$ cat src/bcr_pkg.sv
package bcr_pkg;

  // angle units: 1/64 degree
  localparam int TURN_UNITS    = 23040;
  localparam int HALF_UNITS    = 11520;
  localparam int QUARTER_UNITS = 5760;

  // radians per angle unit, scaled by 2^38
  localparam logic [38:0] UNIT_TO_RAD_Q38 = 39'd74961321;

  localparam int ATAN_LEN = 24;
  localparam logic signed [32:0] CORDIC_GAIN_Q30 = 33'sd652032874;
  localparam logic [31:0] ATAN_Q30 [ATAN_LEN] = '{
    32'd843314856, 32'd497837829, 32'd263043836, 32'd133525158, 32'd67021686,
    32'd33543515,  32'd16775850,  32'd8388437,   32'd4194282,   32'd2097149,
    32'd1048575,   32'd524287,    32'd262143,    32'd131071,    32'd65535,
    32'd32767,     32'd16383,     32'd8191,      32'd4095,      32'd2047,
    32'd1023,      32'd511,       32'd255,       32'd127
  };

  // perspective factor, Q16
  localparam int K_QBITS = 21;
  localparam int DIV_LAT = K_QBITS + 1;
  localparam logic [K_QBITS-1:0] K_MIN_Q16 = 21'd3277;
  localparam logic [K_QBITS-1:0] K_MAX_Q16 = 21'd1310720;

  // corner order TL, TR, BR, BL: which corners take the negative half size
  localparam logic [3:0] LX_NEG = 4'b1001;
  localparam logic [3:0] LY_NEG = 4'b0011;

  localparam int QUEUE_DEPTH = 4;
  localparam int QPTR_W      = 2;

  typedef struct packed {
    logic signed [23:0] box_x;
    logic signed [23:0] box_y;
    logic [22:0]        box_width;
    logic [22:0]        box_height;
    logic [22:0]        view_distance;
    logic signed [23:0] pan_x;
    logic signed [23:0] pan_y;
    logic signed [15:0] tilt_x_angle;
    logic signed [15:0] tilt_y_angle;
    logic signed [15:0] spin_angle;
  } bcr_in_t;

  typedef struct packed {
    logic signed [23:0] corner0_x;
    logic signed [23:0] corner0_y;
    logic signed [23:0] corner1_x;
    logic signed [23:0] corner1_y;
    logic signed [23:0] corner2_x;
    logic signed [23:0] corner2_y;
    logic signed [23:0] corner3_x;
    logic signed [23:0] corner3_y;
    logic               needs_quad;
  } bcr_out_t;

  typedef struct packed {
    logic signed [32:0] z;
    logic               sneg;
    logic               cneg;
  } bcr_ang_t;

  // classified word as it sits in the queue
  typedef struct packed {
    bcr_ang_t [2:0]     ang;
    logic [22:0]        bw;
    logic [22:0]        bh;
    logic [23:0]        dist_q9;
    logic               persp;
    logic               nq;
    logic signed [26:0] base_x;
    logic signed [26:0] base_y;
  } bcr_item_t;

  typedef struct packed {
    logic signed [25:0] x;
    logic signed [25:0] y;
  } bcr_pt_t;

  typedef struct packed {
    bcr_pt_t [3:0]      pt;
    logic               persp;
    logic               nq;
    logic signed [26:0] base_x;
    logic signed [26:0] base_y;
  } bcr_post_t;

endpackage

$ cat src/bcr_front.sv
module bcr_front import bcr_pkg::*; (
  input  bcr_in_t   in_data_i,
  output bcr_item_t item_o
);

  // wrap to one turn, fold into 0..90 degrees, convert to Q30 radians
  function automatic bcr_ang_t prep_angle(input logic signed [15:0] a);
    logic signed [16:0] r;
    logic [14:0]        u;
    logic [38:0]        p;
    bcr_ang_t           res;
    r = 17'(a);
    res.sneg = 1'b0;
    res.cneg = 1'b0;
    if (r < 17'sd0) begin
      r = r + 17'(TURN_UNITS);
      if (r < 17'sd0) begin
        r = r + 17'(TURN_UNITS);
      end
    end else if (r >= 17'(TURN_UNITS)) begin
      r = r - 17'(TURN_UNITS);
    end
    u = r[14:0];
    if (u > 15'(HALF_UNITS)) begin
      u = 15'(TURN_UNITS) - u;
      res.sneg = 1'b1;
    end
    if (u > 15'(QUARTER_UNITS)) begin
      u = 15'(HALF_UNITS) - u;
      res.cneg = 1'b1;
    end
    p = 39'(u) * UNIT_TO_RAD_Q38 + 39'd128;
    res.z = $signed({2'b00, p[38:8]});
    return res;
  endfunction

  always_comb begin
    item_o.ang[0]  = prep_angle(in_data_i.tilt_x_angle);
    item_o.ang[1]  = prep_angle(in_data_i.tilt_y_angle);
    item_o.ang[2]  = prep_angle(in_data_i.spin_angle);
    item_o.bw      = in_data_i.box_width;
    item_o.bh      = in_data_i.box_height;
    item_o.dist_q9 = {in_data_i.view_distance, 1'b0};
    item_o.persp   = in_data_i.view_distance >= 23'd3;
    item_o.nq      = (in_data_i.tilt_x_angle != 16'sd0) || (in_data_i.tilt_y_angle != 16'sd0)
                     || (in_data_i.spin_angle != 16'sd0);
    // centre minus scroll, Q9
    item_o.base_x = $signed({{2{in_data_i.box_x[23]}}, in_data_i.box_x, 1'b0})
                    + $signed({4'b0000, in_data_i.box_width})
                    - $signed({{2{in_data_i.pan_x[23]}}, in_data_i.pan_x, 1'b0});
    item_o.base_y = $signed({{2{in_data_i.box_y[23]}}, in_data_i.box_y, 1'b0})
                    + $signed({4'b0000, in_data_i.box_height})
                    - $signed({{2{in_data_i.pan_y[23]}}, in_data_i.pan_y, 1'b0});
  end

endmodule

$ cat config.mk
export PLATFORM = sky130hd
export DESIGN_NAME = bcr_front
export DESIGN_NICKNAME = d
export VERILOG_FILES = /design/src/bcr_pkg.sv /design/src/bcr_front.sv
export SDC_FILE = /design/constraint.sdc
export NUM_CORES = 2
export LEC_CHECK = 0
export ABC_AREA = 0
export BUFFER_PORTS_ARGS = -buffer_cell sky130_fd_sc_hd__buf_4
export CAP_MARGIN = 10
export CORE_MARGIN = 2
export CORE_UTILIZATION = 55
export DETAILED_ROUTE_END_ITERATION = 6
export PLACE_DENSITY = 0.78
export SYNTH_ARGS = -nofsm -noshare
export SYNTH_HDL_FRONTEND = slang
export SYNTH_SLANG_ARGS = --single-unit
$ cat constraint.sdc
create_clock -name vclk -period 26.3
set_input_delay 3.945 -clock vclk [all_inputs]
set_output_delay 3.945 -clock vclk [all_outputs]
set_load 0.02 [all_outputs]
==> out/metrics.yaml <==
worst_setup_path:
  crit_family: "compound AO/OA/AOI/OAI gates"
  end_kind: "output port"
  crit_path_start_kind: "input pin"
  critPathCapture: "item_o[227]"
  cp_data_required_time_ns: 22.35
  cp_max_fo: 13
  critPathMostFrequentCell: "o21ai_0"
  critPathMaxStageDelay_ns: 0.71
  crit_type: "in -> out"
  critical_path.startpoint: "in_data_i[10]"
  crit_slowest_cell: "o21ai_1"
  critPathBufInv: 5
  cp.arrival_ns: 16.09
  crit_cells: 42
cells_and_area:
  layout-drive-gt1-share_pct: 13.9
  nClkBuffers: 0
  nNetsFinal: 4867
  nFillCells: 4486
  design_area_um2: 31600
  regArea_um2: 0
  syn2layout_area_growth_pct: 11.9
  design.seq.count: 0
  instances_no_fill: 4376
global_routing:
  grtUsageMet2_pct: 45.4
  overflow: 0
  grt_pass1_vias: 23421
  grt_pass1_wl_mm: 115
  grt_max_degree: 19
  top_usage_layer: "met2"
  grtUsageMet3_pct: 4.84
  use_met1_pct: 35.0
  antenna_found_initial: 11
  grt_usage_pct: 26.4
detailed_routing:
  wl_per_cell_um: 16.0
  num_vias: 23185
  drtIter0Drc: 1216
  drc: 0
  drt-total-wl_mm: 70.1
  ant_nets: 0
  vias_per_cell: 5.30
  firstDrtPassIters: 5
place:
  hpwl_mm: 63.1
  post_dp_cell_area_um2: 31600
  gp_congestion: 0.986
  placed_cells: 4373
  port_buffers: 431
die:
  die_h_um: 231
  start_util_pct: 55.3
  fp.dieW_um: 231
  top_level_ports: 444
  fp-row-count: 83
  core-area_um2: 51100
  die_area_um2: 53200
synthesis:
  syn_inst: 3371
  synth_cell_types: 105
  syn_area_um2: 28300
  seq_area_frac_synth_pct: 0
  post_synth.cell_area_avg_um2: 8.38
  yosysWarnings: 0
sta:
  period_minus_slack_ns: 20.04
  rsz0062_at_grt: "no"
  fmax_ghz: 0.0499
  setup_tns_ns: 0
  post-route-period-util_pct: 76.2
  tightest_slew_ns: 1.12
  slew_headroom_pct: 24.7
  slew_violations: 0
  finalHoldViolations: 0
  setup_viol: 0
min_path:
  hp-class: "in -> out"
status:
  status: "finished, final reports clean"
cts:
  cts_resized: 0
  post-cts-setup-buffer-count: 0
  holdBufCountCts: 0
run:
  drv_cap: 0
[Yosys cell counts, drive strengths merged, types with 22 or more instances]
library cell,n,share of area (%)
nor2b,25,0.55
o21ai,121,2.2
a21oi,146,2.7
a21o,42,1.1
fa,438,31
nor2,181,2.4
or2,22,0.49
nand2,148,2.0
buf,94,2.5
nand2b,28,0.62
xnor2,136,4.2
nor3,52,0.97
a211oi,31,0.96
inv,901,12
ha,521,23
a21boi,32,0.85
nand3,46,0.81
xor2,63,2.0
clkbuf,28,0.37
and3,23,0.51
[placed cells by master, fill, tap and decap left out, drive strengths merged, types with 12 or more instances in the layout]
cell type,netlist,final
nor4,15,15
a211oi,31,31
xnor2,136,136
buf,94,438
nand3,46,46
nand4,14,14
a31oi,18,18
and3,23,23
nor3,52,52
nor2b,25,25
nor2,181,181
o21ai,121,121
nand3b,14,14
and2,18,18
nand2,148,148
inv,901,901
ha,521,521
or2,22,22
nand2b,28,28
fa,438,438
o21bai,12,12
a21o,42,42
mux2i,15,15
xor2,63,63
a21oi,146,146
or3,16,16
a21boi,32,32
o21a,15,15
[worst min-delay path by stage]
stage	from	end	slack (ns)	depth (start not counted)
2_1_floorplan	in_data_i[119]	item_o[0]	8.00	1
3_3_place_gp	in_data_i[142]	item_o[27]	7.89	0
3_5_place_dp	in_data_i[142]	item_o[27]	7.89	0
4_1_cts	in_data_i[142]	item_o[27]	7.89	0
5_1_grt	in_data_i[142]	item_o[27]	7.89	0
6_report	in_data_i[142]	item_o[27]	7.89	0
[metrics by stage]
stage	util [%]	hold WS (ns)	worst slack [ns]
after floorplan	-	8.00	8.32
after global placement	61.9	7.89	6.70
after detailed placement	61.9	7.89	6.43
after CTS	61.9	7.89	6.39
after global routing	61.9	7.89	5.15
final	61.9	7.89	6.26
[final cells by class]
cell class                      instances  area, µm²  area share, %
Inverter                              901       3380           10.7
Multi-Input combinational cell       2354      24100           76.2
Antenna cell                            3       7.51         0.0237
Timing Repair Buffer                  438       3290           10.4
Tap cell                              680        851           2.69
[metal layers]
metal | up-vias | share of wire (%)
li1 | 11351 | -
met1 | 11065 | 43
met2 | 648 | 48
met3 | 101 | 7.2
met4 | 20 | 2.0
met5 | - | 0.18
[logic make-up after synthesis]
kind of cell / synth area share [%]
compound gates: 12.9
xor+xnor: 6.19
fa+ha+maj: 54.1
buf+inv: 14.8
mux: 0.810
other cells: 0.0133
simple gates: 11.2
Power is not shown: default switching activity piles up to over one toggle a cycle in this logic, so the estimate is an artifact.
