$ cat src/bcr_pkg.sv
package bcr_pkg;

  // angle units: 1/64 degree
  localparam int TURN_UNITS    = 23040;
  localparam int HALF_UNITS    = 11520;
  localparam int QUARTER_UNITS = 5760;

  // radians per angle unit, scaled by 2^38
  localparam logic [38:0] UNIT_TO_RAD_Q38 = 39'd74961321;

  localparam int ATAN_LEN = 24;
  localparam logic signed [32:0] CORDIC_GAIN_Q30 = 33'sd652032874;
  localparam logic [31:0] ATAN_Q30 [ATAN_LEN] = '{
    32'd843314856, 32'd497837829, 32'd263043836, 32'd133525158, 32'd67021686,
    32'd33543515,  32'd16775850,  32'd8388437,   32'd4194282,   32'd2097149,
    32'd1048575,   32'd524287,    32'd262143,    32'd131071,    32'd65535,
    32'd32767,     32'd16383,     32'd8191,      32'd4095,      32'd2047,
    32'd1023,      32'd511,       32'd255,       32'd127
  };

  // perspective factor, Q16
  localparam int K_QBITS = 21;
  localparam int DIV_LAT = K_QBITS + 1;
  localparam logic [K_QBITS-1:0] K_MIN_Q16 = 21'd3277;
  localparam logic [K_QBITS-1:0] K_MAX_Q16 = 21'd1310720;

  // corner order TL, TR, BR, BL: which corners take the negative half size
  localparam logic [3:0] LX_NEG = 4'b1001;
  localparam logic [3:0] LY_NEG = 4'b0011;

  localparam int QUEUE_DEPTH = 4;
  localparam int QPTR_W      = 2;

  typedef struct packed {
    logic signed [23:0] box_x;
    logic signed [23:0] box_y;
    logic [22:0]        box_width;
    logic [22:0]        box_height;
    logic [22:0]        view_distance;
    logic signed [23:0] pan_x;
    logic signed [23:0] pan_y;
    logic signed [15:0] tilt_x_angle;
    logic signed [15:0] tilt_y_angle;
    logic signed [15:0] spin_angle;
  } bcr_in_t;

  typedef struct packed {
    logic signed [23:0] corner0_x;
    logic signed [23:0] corner0_y;
    logic signed [23:0] corner1_x;
    logic signed [23:0] corner1_y;
    logic signed [23:0] corner2_x;
    logic signed [23:0] corner2_y;
    logic signed [23:0] corner3_x;
    logic signed [23:0] corner3_y;
    logic               needs_quad;
  } bcr_out_t;

  typedef struct packed {
    logic signed [32:0] z;
    logic               sneg;
    logic               cneg;
  } bcr_ang_t;

  // classified word as it sits in the queue
  typedef struct packed {
    bcr_ang_t [2:0]     ang;
    logic [22:0]        bw;
    logic [22:0]        bh;
    logic [23:0]        dist_q9;
    logic               persp;
    logic               nq;
    logic signed [26:0] base_x;
    logic signed [26:0] base_y;
  } bcr_item_t;

  typedef struct packed {
    logic signed [25:0] x;
    logic signed [25:0] y;
  } bcr_pt_t;

  typedef struct packed {
    bcr_pt_t [3:0]      pt;
    logic               persp;
    logic               nq;
    logic signed [26:0] base_x;
    logic signed [26:0] base_y;
  } bcr_post_t;

endpackage

$ cat src/bcr_queue.sv
module bcr_queue import bcr_pkg::*; (
  input  logic      clk_i,
  input  logic      rst_ni,
  input  logic      push_i,
  input  bcr_item_t wdata_i,
  input  logic      pop_i,
  output bcr_item_t rdata_o,
  output logic      full_o,
  output logic      empty_o
);

  bcr_item_t         mem_q [QUEUE_DEPTH];
  logic [QPTR_W-1:0] wr_q, wr_d, rd_q, rd_d;
  logic [QPTR_W:0]   cnt_q, cnt_d;

  assign full_o  = cnt_q == (QPTR_W+1)'(QUEUE_DEPTH);
  assign empty_o = cnt_q == '0;
  assign rdata_o = mem_q[rd_q];

  always_comb begin
    wr_d  = push_i ? wr_q + 1'b1 : wr_q;
    rd_d  = pop_i ? rd_q + 1'b1 : rd_q;
    cnt_d = cnt_q + (QPTR_W+1)'(push_i) - (QPTR_W+1)'(pop_i);
  end

  always_ff @(posedge clk_i or negedge rst_ni) begin
    if (!rst_ni) begin
      wr_q  <= '0;
      rd_q  <= '0;
      cnt_q <= '0;
    end else begin
      wr_q  <= wr_d;
      rd_q  <= rd_d;
      cnt_q <= cnt_d;
    end
  end

  always_ff @(posedge clk_i) begin
    if (push_i) begin
      mem_q[wr_q] <= wdata_i;
    end
  end

endmodule

$ cat config.mk
export PLATFORM = sky130hd
export DESIGN_NAME = bcr_queue
export DESIGN_NICKNAME = d
export VERILOG_FILES = /design/src/bcr_pkg.sv /design/src/bcr_queue.sv
export SDC_FILE = /design/constraint.sdc
export NUM_CORES = 1
export LEC_CHECK = 0
export ABC_CLOCK_PERIOD_IN_PS = 7500
export BUFFER_PORTS_ARGS = -buffer_cell sky130_fd_sc_hd__buf_2
export CAP_MARGIN = 20
export CORE_MARGIN = 2
export CORE_UTILIZATION = 35
export DETAILED_ROUTE_END_ITERATION = 7
export HOLD_SLACK_MARGIN = 0.03
export SETUP_SLACK_MARGIN = 0.15
export SYNTH_ARGS = -nofsm -noshare
export SYNTH_HDL_FRONTEND = slang
export SYNTH_SLANG_ARGS = --single-unit
$ cat constraint.sdc
create_clock -name clk_i -period 7.5 [get_ports clk_i]
set_clock_uncertainty 0.1 [all_clocks]
set_input_delay 1.875 -clock clk_i [delete_from_list [all_inputs] [get_ports clk_i]]
set_output_delay 1.875 -clock clk_i [all_outputs]
set_load 0.005 [all_outputs]
==> impl_metrics.env <==
export IMPL_maxCapViolCount=0
export IMPL_synthCells=1241
export IMPL_internal_power_uw=11500
export IMPL_htreeDepth=3
export IMPL_rows=113
export IMPL_area_growth_pct=20.5
export IMPL_synth_top_family_by_area="multiplexers"
export IMPL_status="finished clean"
export IMPL_fin_cells=3114
export IMPL_hold_viol=0
export IMPL_drcViolationCount=0
export IMPL_grt_max_degree=121
export IMPL_wire_per_inst_um=22.0
export IMPL_clockBufferDepth=3
export IMPL_synth_xor_area_share_pct=0.130
export IMPL_dp_cells=2936
export IMPL_post_dp_hpwl_um=40500
export IMPL_cts_resized=0
export IMPL_synthTopCellsByArea="edfxtp_1 (82%), mux4_2 (15%), buf_6 (0.67%), dfrtp_1 (0.52%), buf_2 (0.39%)"
export IMPL_yosys_warnings=0
export IMPL_antenna_found_initial=19
export IMPL_gp_congestion=0.713
export IMPL_cts_buffers_inserted=97
export IMPL_p_comb_share_pct=26.2
export IMPL_cp_start_kind="flip-flop"
export IMPL_syn_nets=1483
export IMPL_synth_compound_area_share_pct=0.0148
export IMPL_syn_area_mm2=0.0337
export IMPL_io_pins=468
export IMPL_fin_crit_sh_pct=67.4
export IMPL_cts_sinks=931
export IMPL_clock_root_buffer="clkbuf_16"
export IMPL_synth_mux_area_share_pct=15.4
export IMPL_firstDrtPassIters=6
export IMPL_seq_area_frac_synth_pct=82.8
export IMPL_crit_fanout=61
export IMPL_track_usage_pct=13.8
export IMPL_netSwitchingPower_uw=4360
export IMPL_p_per_area_mw_per_mm2=390
export IMPL_fmax_mhz=198
export IMPL_dpl_cell_area_mm2=0.0375
export IMPL_dieArea_mm2=0.0988
export IMPL_wirelength_um=68700
export IMPL_die_h_um=314
export IMPL_worst_skew_pair_late_latency_ps=660
export IMPL_yosys_area_share_adder_pct=0.282
export IMPL_drive_gt1_share_pct=45.9
export IMPL_critical_path_arrival_ps=3080
export IMPL_syn_area_per_cell_um2=27.2
export IMPL_ys_types=16
export IMPL_grt_first_pass_wirelength_um=102000
export IMPL_final_area_mm2=0.0406
export IMPL_synth_seq_cells=931
export IMPL_coreArea_mm2=0.0953
export IMPL_grt_pass1_vias=16000
export IMPL_rsz0062_at_grt="false"
export IMPL_drt_iter0_markers=1123
export IMPL_grt_ovfl_total=0
export IMPL_setup_tns_ps=0
export IMPL_cts_hold_buf=0
export IMPL_die_x_um=314
export IMPL_synthSimpleGateAreaFrac_pct=0.130
export IMPL_relSlewSlack_pct=28.4
export IMPL_start_util_pct=35.4
export IMPL_numPortBuffers=467
export IMPL_endpoint_kind="output pin"
export IMPL_vias_per_cell=4.81
export IMPL_swShare_pct=27.5
export IMPL_p_seq_share_pct=44.7
export IMPL_slew_viol_final=0
export IMPL_tightest_slew_ps=1070
export IMPL_peakVddDrop_uv=266
export IMPL_nets=2012
export IMPL_pwr_share_clk_pct=29.1
export IMPL_ant_nets=0
export IMPL_synth_area_leader_cell="edfxtp_1"
export IMPL_hold_path_class="flip-flop to flip-flop"
export IMPL_min_period_ps=5050
export IMPL_final_setup_viol_count=0
export IMPL_synth_top_area_share_pct=82.3
export IMPL_cts_setup_buffers=0
export IMPL_cts_tree="done"
export IMPL_crit_type="flip-flop to output pin"
export IMPL_num_vias=15000
export IMPL_clkTransAtPathRegs_ps=60
export IMPL_total_leakage_power_uw=0.0136
export IMPL_cp_required_ps=5530
-- worst paths after layout --
check                        start           end  slack, ps  depth (start not counted)
max                        rd_q[0]  rdata_o[149]       2450                          3
min                        wr_q[0]       wr_q[0]        450                          1
max reg2reg                wr_q[0]  mem_q[0][95]       4800                          4
min reg2reg                wr_q[0]       wr_q[0]        450                          1
max in group asynchronous   rst_ni       rd_q[0]       6180                          1
min in group asynchronous   rst_ni      cnt_q[0]        940                          1
-- flip-flops by register name (all words and copies together), names as in the netlist --
register,flops
cnt_q,3
mem_q,924
rd_q,2
wr_q,2
-- power groups by stage --
stage / combinational, µW / clock (µW) / sequential (µW)
after floorplan: 2640 / 0 / 7130
after global placement: 4280 / 0 / 7150
after detailed placement: 4300 / 0 / 7210
after CTS: 4320 / 4770 / 7110
after global routing: 4520 / 4950 / 7180
final: 4160 / 4620 / 7090
-- metal layers --
metal	track usage, %	part of all wire [%]	vias to the layer above
li1	-	-	6482
met1	17.1	39	7901
met2	22.7	50	408
met3	5.11	7.8	148
met4	4.12	2.5	34
met5	0	0.30	-
-- cell type report --
type,instances,area (µm²)
Antenna cell,5,12.5
Clock inverter,48,542
Clock buffer,125,2530
Tap cell,1265,1580
Multi-Input combinational cell,252,5400
Sequential cell,931,27900
Timing Repair Buffer,482,2610
Fill cell,8283,54700
Inverter,6,22.5
-- worst max-delay path, stage by stage (launching register included) --
cell and delay (ps):
dfrtp_4 1020, buf_12 470, mux4_2 600, buf_2 150
-- synthesized netlist by cell type --
master,n
and2_1,4
and3_1,1
buf_2,26
buf_6,20
clkbuf_1,6
dfrtp_1,7
edfxtp_1,924
fa_1,1
ha_1,6
inv_1,6
mux4_2,231
nand2_1,2
nor3_1,1
o21ai_0,1
xnor2_1,3
xor2_1,2
-- logic make-up (layout without fill, tap and decap cells) --
group,after synthesis,count (layout)
flip-flops,931,931
adder cells (fa/ha/maj),7,7
buffers and inverters,58,661
AO/OA/AOI/OAI,1,1
XOR/XNOR,5,5
other,0,5
multiplexers,231,231
AND/OR/NAND/NOR,8,8
-- layout by cell type, fill, tap and decap left out, types with 3 or more instances in the layout --
cell        count
and2_4          4
buf_12         13
buf_2         467
bufinv_16       9
clkbuf_1       28
clkbuf_16      97
clkinv_1       17
clkinv_2       11
clkinvlp_4      3
dfrtp_1         5
diode_2         5
edfxtp_1      924
ha_1            6
inv_1           6
inv_16          4
mux4_2        231
xnor2_1         3
-- metrics by stage --
stage / worst slack, ps / util [%] / hold WS, ps / total power [µW]
after floorplan: 2230 / - / 391 / 9770
after global placement: 3080 / 39.4 / 407 / 11400
after detailed placement: 3080 / 39.4 / 429 / 11500
after CTS: 2320 / 42.6 / 438 / 16200
after global routing: 2210 / 42.6 / 471 / 16700
final: 2450 / 42.6 / 446 / 15900
(Power assumes the default switching activity.)
